<file path="config.mk">
export PLATFORM = sky130hd
export DESIGN_NAME = frequent_items_sketch
export DESIGN_NICKNAME = d
export VERILOG_FILES = /design/src/fis_pkg.sv /design/src/fis_scan.sv /design/src/frequent_items_sketch.sv
export SDC_FILE = /design/constraint.sdc
export NUM_CORES = 2
export LEC_CHECK = 0
export BUFFER_PORTS_ARGS = -buffer_cell sky130_fd_sc_hd__buf_2
export CAP_MARGIN = 20
export CORE_MARGIN = 3
export CORE_UTILIZATION = 40
export CTS_CLUSTER_SIZE = 14
export DETAILED_ROUTE_END_ITERATION = 8
export GPL_ROUTABILITY_DRIVEN = 1
export PLACE_DENSITY = 0.52
export SETUP_SLACK_MARGIN = 0.3
export SYNTH_ARGS = -nofsm -noshare
export SYNTH_HDL_FRONTEND = slang
export SYNTH_SLANG_ARGS = --single-unit
export TNS_END_PERCENT = 30
</file>
<file path="constraint.sdc">
create_clock -name clock -period 24.6 [get_ports clock]
set_clock_uncertainty 0.05 [all_clocks]
set_input_delay 4.92 -clock clock [delete_from_list [all_inputs] [get_ports clock]]
set_output_delay 4.92 -clock clock [all_outputs]
set_load 0.005 [all_outputs]
</file>
<file path="src/fis_pkg.sv">
package fis_pkg;

   localparam int TABLE_DEPTH = 16;
   localparam int IDX_W = (TABLE_DEPTH > 1) ? $clog2(TABLE_DEPTH) : 1;
   localparam int CNT_W = $clog2(TABLE_DEPTH + 1);

   localparam logic [1:0] CMD_ADD   = 2'd0;
   localparam logic [1:0] CMD_EST   = 2'd1;
   localparam logic [1:0] CMD_LIST  = 2'd2;
   localparam logic [1:0] CMD_CLEAR = 2'd3;

   // Saturating unsigned add of two Q24.8 weights.
   function automatic logic [31:0] sat_add(input logic [31:0] a, input logic [31:0] b);
      logic [32:0] s;
      s = {1'b0, a} + {1'b0, b};
      return s[32] ? 32'hFFFF_FFFF : s[31:0];
   endfunction

   // Entry a orders before entry b: smaller weight, then smaller stamp.
   function automatic logic order_before(input logic [31:0] wa, input logic [31:0] sa,
                                         input logic [31:0] wb, input logic [31:0] sb);
      if (wa != wb) begin
         return wa < wb;
      end
      return sa < sb;
   endfunction

endpackage

</file>
<file path="src/fis_scan.sv">
module fis_scan
   import fis_pkg::*;
(
   input  logic             clock,
   input  logic             reset,
   input  logic             start,
   input  logic             step,
   input  logic             cur_valid,
   input  logic [31:0]      cur_key,
   input  logic [31:0]      cur_weight,
   input  logic [31:0]      cur_stamp,
   input  logic [31:0]      match_key,
   input  logic [31:0]      thr,
   input  logic             use_thr,
   input  logic [TABLE_DEPTH-1:0] used,
   input  logic [IDX_W-1:0] idx,
   output logic             hit_ff,
   output logic [IDX_W-1:0] hit_idx_ff,
   output logic             pick_ok_ff,
   output logic [IDX_W-1:0] pick_idx_ff,
   output logic [31:0]      pick_w_ff,
   output logic [31:0]      pick_k_ff,
   output logic             free_ok_ff,
   output logic [IDX_W-1:0] free_idx_ff,
   output logic [CNT_W-1:0] count_ff
);

   logic        qual;
   logic        cand;
   logic [31:0] pick_s_ff;

   // An entry qualifies when it is valid, not yet listed and, in a listing, above the threshold.
   assign qual = cur_valid && !used[idx] && (!use_thr || cur_weight > thr);

   // Shared compare unit: one entry per step against the running minimum.
   assign cand = qual &&
                 (!pick_ok_ff || order_before(cur_weight, cur_stamp, pick_w_ff, pick_s_ff));

   always_ff @(posedge clock) begin
      if (reset || start) begin
         hit_ff     <= 1'b0;
         pick_ok_ff <= 1'b0;
         free_ok_ff <= 1'b0;
         count_ff   <= '0;
      end else if (step) begin
         if (cur_valid && cur_key == match_key && !hit_ff) begin
            hit_ff     <= 1'b1;
            hit_idx_ff <= idx;
         end
         // The count covers the qualifying entries, so a listing knows what remains.
         if (cur_valid) begin
            if (qual) begin
               count_ff <= count_ff + 1'b1;
            end
         end else if (!free_ok_ff) begin
            free_ok_ff  <= 1'b1;
            free_idx_ff <= idx;
         end
         if (cand) begin
            pick_ok_ff  <= 1'b1;
            pick_idx_ff <= idx;
            pick_w_ff   <= cur_weight;
            pick_s_ff   <= cur_stamp;
            pick_k_ff   <= cur_key;
         end
      end
   end

endmodule

</file>
<file path="src/frequent_items_sketch.sv">
// Space-saving heavy-hitter sketch over a 16-entry table. Every command except
// clear runs a scan that visits one table entry per cycle through a single
// compare unit. An add scans the whole table and is then written in ST_ACT, after
// which the block is idle for the next item. An estimate presents its result from
// ST_EMIT after the scan, and the next item is accepted once that result is taken.
// A heavy-hitter listing rescans the table for each listed entry, and each result
// waits in ST_OUT while an earlier result is held by rsp_stall; an empty list
// answers from ST_EMIT. The clear command goes through ST_ACT without a scan.
// req_stall is high while a command is in work or a result waits; csr_ready is
// high only while idle.
module frequent_items_sketch
   import fis_pkg::*;
(
   input  logic        clock,
   input  logic        reset,
   input  logic        req_valid,
   output logic        req_stall,
   input  logic [1:0]  req_cmd,
   input  logic [31:0] req_item_key,
   input  logic [31:0] req_amount,
   output logic        rsp_valid,
   input  logic        rsp_stall,
   output logic [31:0] rsp_out_key,
   output logic [31:0] rsp_out_weight,
   output logic        rsp_found,
   output logic        rsp_last,
   input  logic        csr_valid,
   output logic        csr_ready,
   input  logic [4:0]  csr_capacity_in_use
);

   typedef enum logic [4:0] {
      ST_IDLE = 5'b00001,
      ST_SCAN = 5'b00010,
      ST_ACT  = 5'b00100,
      ST_OUT  = 5'b01000,
      ST_EMIT = 5'b10000
   } state_type;

   state_type            state_ff, state_in;
   logic [4:0]           cap_ff;
   logic [1:0]           cmd_ff;
   logic [31:0]          key_ff, amt_ff;
   logic [TABLE_DEPTH-1:0] valid_ff, used_ff;
   logic [31:0]          floor_ff, wcnt_ff;
   logic [IDX_W-1:0]     idx_ff;
   logic [31:0]          ek [TABLE_DEPTH];
   logic [31:0]          ew [TABLE_DEPTH];
   logic [31:0]          es [TABLE_DEPTH];

   logic                 start, step, scan_end;
   logic                 hit, pick_ok, free_ok;
   logic [IDX_W-1:0]     hit_idx, pick_idx, free_idx;
   logic [31:0]          pick_w, pick_k;
   logic [CNT_W-1:0]     count;
   logic [CNT_W-1:0]     cap_eff;
   logic [31:0]          new_w;
   logic                 wr_en;
   logic [IDX_W-1:0]     wr_idx;
   logic [31:0]          wr_w;
   logic                 final_pick;

   assign req_stall = (state_ff != ST_IDLE) || rsp_valid;
   assign csr_ready = (state_ff == ST_IDLE) && !rsp_valid;
   assign start     = req_valid && !req_stall;
   assign step      = (state_ff == ST_SCAN);
   assign scan_end  = step && (idx_ff == IDX_W'(TABLE_DEPTH - 1));

   // The listed entry is the final one when no other qualifying entry remains.
   assign final_pick = (count == CNT_W'(1));

   fis_scan u_scan (
      .clock       (clock),
      .reset       (reset),
      .start       (start || (state_ff == ST_OUT && !rsp_valid) || state_ff == ST_EMIT),
      .step        (step),
      .cur_valid   (valid_ff[idx_ff]),
      .cur_key     (ek[idx_ff]),
      .cur_weight  (ew[idx_ff]),
      .cur_stamp   (es[idx_ff]),
      .match_key   (key_ff),
      .thr         (amt_ff),
      .use_thr     (cmd_ff == CMD_LIST),
      .used        (used_ff),
      .idx         (idx_ff),
      .hit_ff      (hit),
      .hit_idx_ff  (hit_idx),
      .pick_ok_ff  (pick_ok),
      .pick_idx_ff (pick_idx),
      .pick_w_ff   (pick_w),
      .pick_k_ff   (pick_k),
      .free_ok_ff  (free_ok),
      .free_idx_ff (free_idx),
      .count_ff    (count)
   );

   // Effective capacity clamped to 1..TABLE_DEPTH.
   always_comb begin
      if (cap_ff == 5'd0) begin
         cap_eff = CNT_W'(1);
      end else if (32'(cap_ff) > TABLE_DEPTH) begin
         cap_eff = CNT_W'(TABLE_DEPTH);
      end else begin
         cap_eff = CNT_W'(cap_ff);
      end
   end

   // Add decision after the scan.
   always_comb begin
      new_w  = sat_add(amt_ff, floor_ff);
      wr_en  = 1'b0;
      wr_idx = hit_idx;
      wr_w   = sat_add(ew[hit_idx], amt_ff);
      if (hit) begin
         wr_en = 1'b1;
      end else if (count < cap_eff && free_ok) begin
         wr_en  = 1'b1;
         wr_idx = free_idx;
         wr_w   = new_w;
      end else if (pick_ok && new_w > pick_w) begin
         wr_en  = 1'b1;
         wr_idx = pick_idx;
         wr_w   = new_w;
      end
   end

   // Sequencer.
   always_comb begin
      state_in = state_ff;
      case (state_ff)
         ST_IDLE: if (start) state_in = (req_cmd == CMD_CLEAR) ? ST_ACT : ST_SCAN;
         ST_SCAN: if (scan_end) state_in = ST_ACT;
         ST_ACT: begin
            if (cmd_ff == CMD_LIST) begin
               state_in = pick_ok ? ST_OUT : ST_EMIT;
            end else if (cmd_ff == CMD_EST) begin
               state_in = ST_EMIT;
            end else begin
               state_in = ST_IDLE;
            end
         end
         ST_OUT:  if (!rsp_valid) state_in = final_pick ? ST_IDLE : ST_SCAN;
         ST_EMIT: if (!rsp_valid) state_in = ST_IDLE;
         default: state_in = ST_IDLE;
      endcase
   end

   always_ff @(posedge clock) begin
      if (reset) begin
         state_ff <= ST_IDLE;
         cap_ff   <= 5'd16;
         valid_ff <= '0;
         floor_ff <= '0;
         wcnt_ff  <= '0;
         rsp_valid <= 1'b0;
      end else begin
         state_ff <= state_in;
         if (csr_valid && csr_ready) begin
            cap_ff <= csr_capacity_in_use;
         end
         if (rsp_valid && !rsp_stall) begin
            rsp_valid <= 1'b0;
         end
         if (start) begin
            cmd_ff  <= req_cmd;
            key_ff  <= req_item_key;
            amt_ff  <= req_amount;
            idx_ff  <= '0;
            used_ff <= '0;
         end
         if (step) begin
            idx_ff <= idx_ff + 1'b1;
         end
         if (state_ff == ST_ACT) begin
            case (cmd_ff)
               CMD_ADD: begin
                  if (wr_en) begin
                     ek[wr_idx]       <= key_ff;
                     ew[wr_idx]       <= wr_w;
                     es[wr_idx]       <= wcnt_ff;
                     valid_ff[wr_idx] <= 1'b1;
                     wcnt_ff          <= wcnt_ff + 1'b1;
                  end
                  if (!hit && !(count < cap_eff && free_ok)) begin
                     if (wr_en) begin
                        if (pick_w > floor_ff) floor_ff <= pick_w;
                     end else if (new_w > floor_ff) begin
                        floor_ff <= new_w;
                     end
                  end
               end
               CMD_CLEAR: begin
                  valid_ff <= '0;
                  floor_ff <= '0;
                  wcnt_ff  <= '0;
               end
               default: ;
            endcase
         end
         // A listed entry waits in ST_OUT until the slot frees.
         if (state_ff == ST_OUT && !rsp_valid) begin
            rsp_valid      <= 1'b1;
            rsp_out_key    <= pick_k;
            rsp_out_weight <= pick_w;
            rsp_found      <= 1'b1;
            rsp_last       <= final_pick;
            used_ff[pick_idx] <= 1'b1;
            idx_ff         <= '0;
         end
         // Single item: estimate or empty list.
         if (state_ff == ST_EMIT && !rsp_valid) begin
            rsp_valid <= 1'b1;
            rsp_last  <= 1'b1;
            if (cmd_ff == CMD_EST) begin
               rsp_out_key    <= key_ff;
               rsp_out_weight <= hit ? ew[hit_idx] : floor_ff;
               rsp_found      <= hit;
            end else begin
               rsp_out_key    <= '0;
               rsp_out_weight <= '0;
               rsp_found      <= 1'b0;
            end
         end
      end
   end

endmodule

</file>
# Word-level counts from Yosys, hierarchy flattened
# Memory sizes are Yosys's and may differ from the RTL's. A register that Yosys moved wholly into a read port is not among the register bits.
# Index checks and enable logic that the tools add are counted.
[word_totals]
register_bits = 359
ram_bits = 1536
out_inout_bits = 69
n_memories = 3
[op_classes]
addsub = 5
order_cmp = 13
n_eq_ne = 22
mux = 74
n_bitwise = 6
n_reduce_logical = 50
[memory_table]
columns = ["name", "words", "word_bits", "read_ports", "rd_clocked_by_memory_dff", "wr", "line", "rtl"]
rows = [
  ["ek", 16, 32, 1, 1, 1, "frequent_items_sketch.sv:47", "logic [31:0] ek [TABLE_DEPTH];"],
  ["es", 16, 32, 1, 1, 1, "frequent_items_sketch.sv:49", "logic [31:0] es [TABLE_DEPTH];"],
  ["ew", 16, 32, 2, 2, 1, "frequent_items_sketch.sv:48", "logic [31:0] ew [TABLE_DEPTH];"],
]
[ops]
columns = ["op", "n"]
rows = [
  ["2-to-1 mux 32 bit", 17],
  ["greater-than comparator 32 bit", 4],
  ["one-hot mux 32 bit (2 select lines)", 2],
  ["adder 32 x 32 -> 33 bit", 2],
  ["less-than comparator 32 bit", 2],
  ["2-to-1 mux 16 bit", 4],
  ["2-to-1 mux 4 bit", 12],
  ["2-to-1 mux 5 bit", 9],
  ["adder 32 x 1 -> 32 bit (second input constant)", 1],
  ["== test 32 bit", 1],
  ["!= test 32 bit", 1],
  ["bitwise OR 16 bit", 2],
  ["one-hot mux 16 bit (2 select lines)", 1],
  ["one-hot mux 5 bit (5 select lines)", 1],
  ["2-to-1 mux 1 bit", 22],
  ["logical AND 1 bit", 17],
  ["less-than comparator 4 x 5 -> 1 bit (second input constant)", 3],
  ["AND reduction 2 bit", 6],
  ["AND reduction 3 bit", 4],
  ["== test 5 x 1 -> 1 bit (second input constant)", 2],
  ["!= test 2 bit (second input constant)", 5],
  ["binary-select mux 1 bit (select 4 bit)", 2],
  ["demux 1 bit (select 4 bit)", 2],
  ["greater-or-equal comparator 4 x 1 -> 1 bit (second input constant)", 2],
  ["25 further kinds", 46],
]

# Logic depth before layout (Yosys ltp)
[depth]
ltp_word = 14
ltp_mapped = 24
depth_no_buf = 22

# Modules after synthesis
# A second synthesis with hierarchy kept.
[unflattened]
hier_cells = 4605
hier_area_um2 = 84019.3
[by_module_without_submodules]
columns = ["mod", "n_inst", "cells_each", "area_per_inst_um2"]
rows = [
  ["frequent_items_sketch", 1, 4072, 77474.3],
  ["fis_scan", 1, 533, 6545.0],
]

# Least setup slack after synthesis
# Ideal clock, no wire load.
[synth_path]
path_type = "input to register"
startpoint = "input port reset"
endpoint = "memory ek[13][0] (enable)"
t_arrival_ns = 9.989
slack_ns = 14.010
stages = 6
path_buffers = 1
cell_sequence = "clkbuf_1 inv_1 nand4_1 nor2_1 nand2_1 nor2_1"
[synth_between]
elab_chain_len = 2
[synth_rtl]
columns = ["item", "line", "rtl"]
rows = [
  ["start: declaration", "frequent_items_sketch.sv:15", "input logic reset,"],
  ["2-to-1 mux 1 bit", "frequent_items_sketch.sv:149", "if (reset) begin"],
  ["2-to-1 mux 1 bit (implied by the code)", "frequent_items_sketch.sv:178", "ek[wr_idx] <= key_ff;"],
  ["end: declaration", "frequent_items_sketch.sv:47", ""],
]
# No other way between the ends.

# Final worst setup path
[layout_path]
startpoint = "register amt_ff[0]"
endpoint = "memory es[1][20] (enable)"
[layout_between]
elab_chain_len = 12
[layout_rtl]
columns = ["item", "line", "rtl"]
rows = [
  ["start: declaration", "frequent_items_sketch.sv:43", "logic [31:0] key_ff, amt_ff;"],
  ["start signal: assignment", "frequent_items_sketch.sv:167", "amt_ff <= req_amount;"],
  ["adder 32 x 32 -> 33 bit (*)", "fis_pkg.sv:15", "s = {1'b0, a} + {1'b0, b};"],
  ["2-to-1 mux 32 bit (*)", "fis_pkg.sv:16", "return s[32] ? 32'hFFFF_FFFF : s[31:0];"],
  ["greater-than comparator 32 bit (*)", "frequent_items_sketch.sv:120", "end else if (pick_ok && new_w > pick_w) begin"],
  ["logical AND 1 bit (*)", "frequent_items_sketch.sv:120", ""],
  ["2-to-1 mux 1 bit", "frequent_items_sketch.sv:120", ""],
  ["2-to-1 mux 1 bit", "frequent_items_sketch.sv:116", "end else if (count < cap_eff && free_ok) begin"],
  ["2-to-1 mux 1 bit", "frequent_items_sketch.sv:114", "if (hit) begin"],
  ["2-to-1 mux 1 bit", "frequent_items_sketch.sv:177", "if (wr_en) begin"],
  ["2-to-1 mux 1 bit", "frequent_items_sketch.sv:175", "case (cmd_ff)"],
  ["2-to-1 mux 1 bit", "frequent_items_sketch.sv:174", "if (state_ff == ST_ACT) begin"],
  ["2-to-1 mux 1 bit", "frequent_items_sketch.sv:149", ""],
  ["2-to-1 mux 1 bit (implied by the code)", "frequent_items_sketch.sv:180", "es[wr_idx] <= wcnt_ff;"],
  ["end: declaration", "frequent_items_sketch.sv:49", ""],
]
# Every way passes the cells marked *; elsewhere a longest branch is shown, timed or not.

==> flow_summary.ini <==
[yosys]
syn_area_per_cell_um2 = 18.04
netlist_top_cells_area = edfxtp_1, mux4_2, ha_1, dfxtp_1, nand2_1
yosys_warnings = 0
synth_area_um2 = 83930
synth-seq-cells = 1903
synth_enable_flop_cells = 1796
ys_seq_area_frac = 0.6681
synth_top_cells_by_count = edfxtp_1, mux4_2, ha_1
synth_area_leader_cell = edfxtp_1
post_synth_num_cell_types = 72
yosysMostFrequentCell = edfxtp_1
syn_inst = 4653
async_flop_share = 0
yosys.area.top_type_share = 0.6426
syn_nets = 4998
synth_ff_type = edfxtp_1

[timing]
rsz0062_at_grt = false
slew_headroom = 0.2202
setup_tns_ns = 0
tightest_slew_ns = 1.170
slew_violations = 0
period_share = 0.3849
min_period_ns = 9.469
final-setup-viol-count = 0
hold_viol_final = 0
max_freq_mhz = 105.6

[clock_tree]
clk_pin_slew_worst_paths_ns = 0.06
hold_buffers = 0
postCtsSetupRepairBufs = 0
cts_tree = yes
clock_sinks = 1903
cts-root-buf = clkbuf_16
htreeDepth = 4
post_cts_resized = 0
insertion_delay_ns = 0.85
cts_buffers = 202
clk_path_buf_depth = 3

[drt]
drt_iter0_drc = 4560
final_antenna_net_count = 0
vias_per_cell = 5.803
post_drt_wl_per_cell_um = 29.83
drt-total-wl_um = 234400
firstDrtPassIters = 8
vias = 45610
drc = 0

[setup_path]
cp-end-kind = flop
r2r_cells = 24
r2r_start = amt_ff[0]
regToRegEndpoint = es[1][20]
cp_max_fo = 48
crit_type = flop to flop
reg2reg_slack_ns = 15.13
arrival_ns = 9.88
start_kind = flop
worstPathRequired_ns = 25.01
worstSetupStartpoint = amt_ff[0]

[placed_design]
numPortBuffers = 144
place_hpwl_um = 142800
dp.cells = 7477
globalplace.congestion = 0.9242
place_area_um2 = 88510

[finish]
diodes = 0
final_cell_area_um2 = 95180
n_fill_cell = 17650
syn2layout_area_growth_pct = 13.41
final_cell_count_no_fill = 7859
nets = 5242
layout-drive-gt1-share = 0.2471

[floorplanning]
dieArea_um2 = 215300
die_y_um = 464.1
fp-row-count = 167
num_io_pins = 145
floorplan.initialDensity = 0.4037
core_um2 = 207900
die_x_um = 464.1

[grt]
grt_pass1_vias = 46350
antenna_found_initial = 5
grt_pass1_wl_um = 338800
grt_max_degree = 97
grtUsageTotal = 0.2164
overflow = 0

[min_path]
worstHoldPathCells = 1
hold_path.class = flop to flop
hold_path_end = valid_ff[4]
hp-start = valid_ff[4]

[power_and_ir_drop]
p_leak_uw = 0.03275
ir_drop_uv = 72.16
power_uw = 8128
p_per_area_nw_per_um2 = 85.40

[run_status]
outcome = complete, no violations

[flow_run]
drv_cap = 0
## registers in the layout, indices dropped and copies added, names as in the netlist, 5 cells and up, named ones only
register          flops
u_scan.pick_s_ff     32
used_ff              16
amt_ff               32
u_scan.pick_w_ff     32
key_ff               32
rsp_out_key          32
wcnt_ff              32
ew                  512
cap_ff                5
u_scan.pick_k_ff     32
floor_ff             32
es                  512
rsp_out_weight       32
state_ff              5
ek                  512
u_scan.count_ff       5
valid_ff             16
## final cells by class
class                   count  area, um2  share of cell area
repair buffers            256       1764             0.01854
well taps                2788       3488             0.03665
flip-flops and latches   1903      56100              0.5894
inverters                 168      630.6            0.006625
multi-input cells        2366      26590              0.2793
clock buffers             277       5572             0.05854
clock inverters           101       1037             0.01090
## power by group
part	switching (uW)	internal (uW)
Combinational	786	560
Clock	1280	1750
Sequential	89.5	3660
Total	2160	5970
## worst max path at each step
stage	depth (start not counted)	slack [ns]	endpoint
floorplan	6	14.01	ek[13][0]
global placement	8	15.23	ew[1][13]
detailed placement	24	15.13	es[1][29]
CTS	24	15.08	es[1][20]
global route	24	14.68	es[1][20]
finish	24	15.13	es[1][20]
## cell families (layout without fill, tap and decap cells)
group	Yosys count	in the layout	synth area share
buf+inv	384	802	0.01813
compound gates	562	562	0.04228
flops	1903	1903	0.6681
xor+xnor	116	116	0.01211
simple gates	717	717	0.03931
fa+ha+maj	269	269	0.04028
mux	702	702	0.1798
## layer usage
metal	share of wire	track usage	wire length (um)	up-vias
li1	-	-	-	19550
met1	0.45	0.3159	105800	24250
met2	0.46	0.3377	108700	1473
met3	0.056	0.03228	13170	329
met4	0.029	0.06320	6700	2
met5	0.000051	0	12	-
## per-stage QoR
stage	util	hold WS (ns)	setup WS [ns]
2_1_floorplan	-	0.3832	14.01
3_3_place_gp	0.4255	0.3963	15.23
3_5_place_dp	0.4257	0.4021	15.13
4_1_cts	0.4575	0.4151	15.08
5_1_grt	0.4578	0.4253	14.68
6_report	0.4578	0.4107	15.13
## critical path, stage by stage (launching register included)
cell and delay (ns):
edfxtp_1 0.43, ha_1 0.26, fa_1 0.42, a21o_1 0.20
a221o_1 0.35, a211oi_1 0.63, o21ai_0 0.55, a211o_1 0.46
o21ai_2 0.15, buf_4 0.37, nand2_1 0.23, ha_1 0.37
and4_1 0.19, nand3_1 0.17, a2111oi_0 0.41, o31a_1 0.26
o21ai_0 0.14, nand2_1 0.23, buf_4 0.28, nand4_1 0.19
nor2_1 0.22, nand2_1 0.25, nor2_4 0.60, buf_4 0.87
buf_4 0.65
## cell usage in the layout (no fill, tap or decap), types with 19 or more instances in the layout
cell type  netlist  final
a21oi_1        160    151
xor2_1          41     41
nand2b_1        29     28
nand3_1         87     87
clkbuf_1       141     56
o21a_1          37     37
clkinv_1         0     39
ha_1           267    266
a211oi_1        23     22
nor3_1          34     32
o21ai_0        113    111
xnor2_1         75     75
buf_2           19    144
inv_1          168    168
edfxtp_1      1796   1796
nand4_1         54     54
mux4_2         642    642
mux2i_1         50     50
clkinv_2         0     33
nand2_1        223    222
clkbuf_16        0    206
a21o_1          59     59
nor2_1         205    188
o22ai_1         40     40
dfxtp_1        107     98
and3_1          19     19
buf_4            9     96
Power figures use the tool's default switching activity.
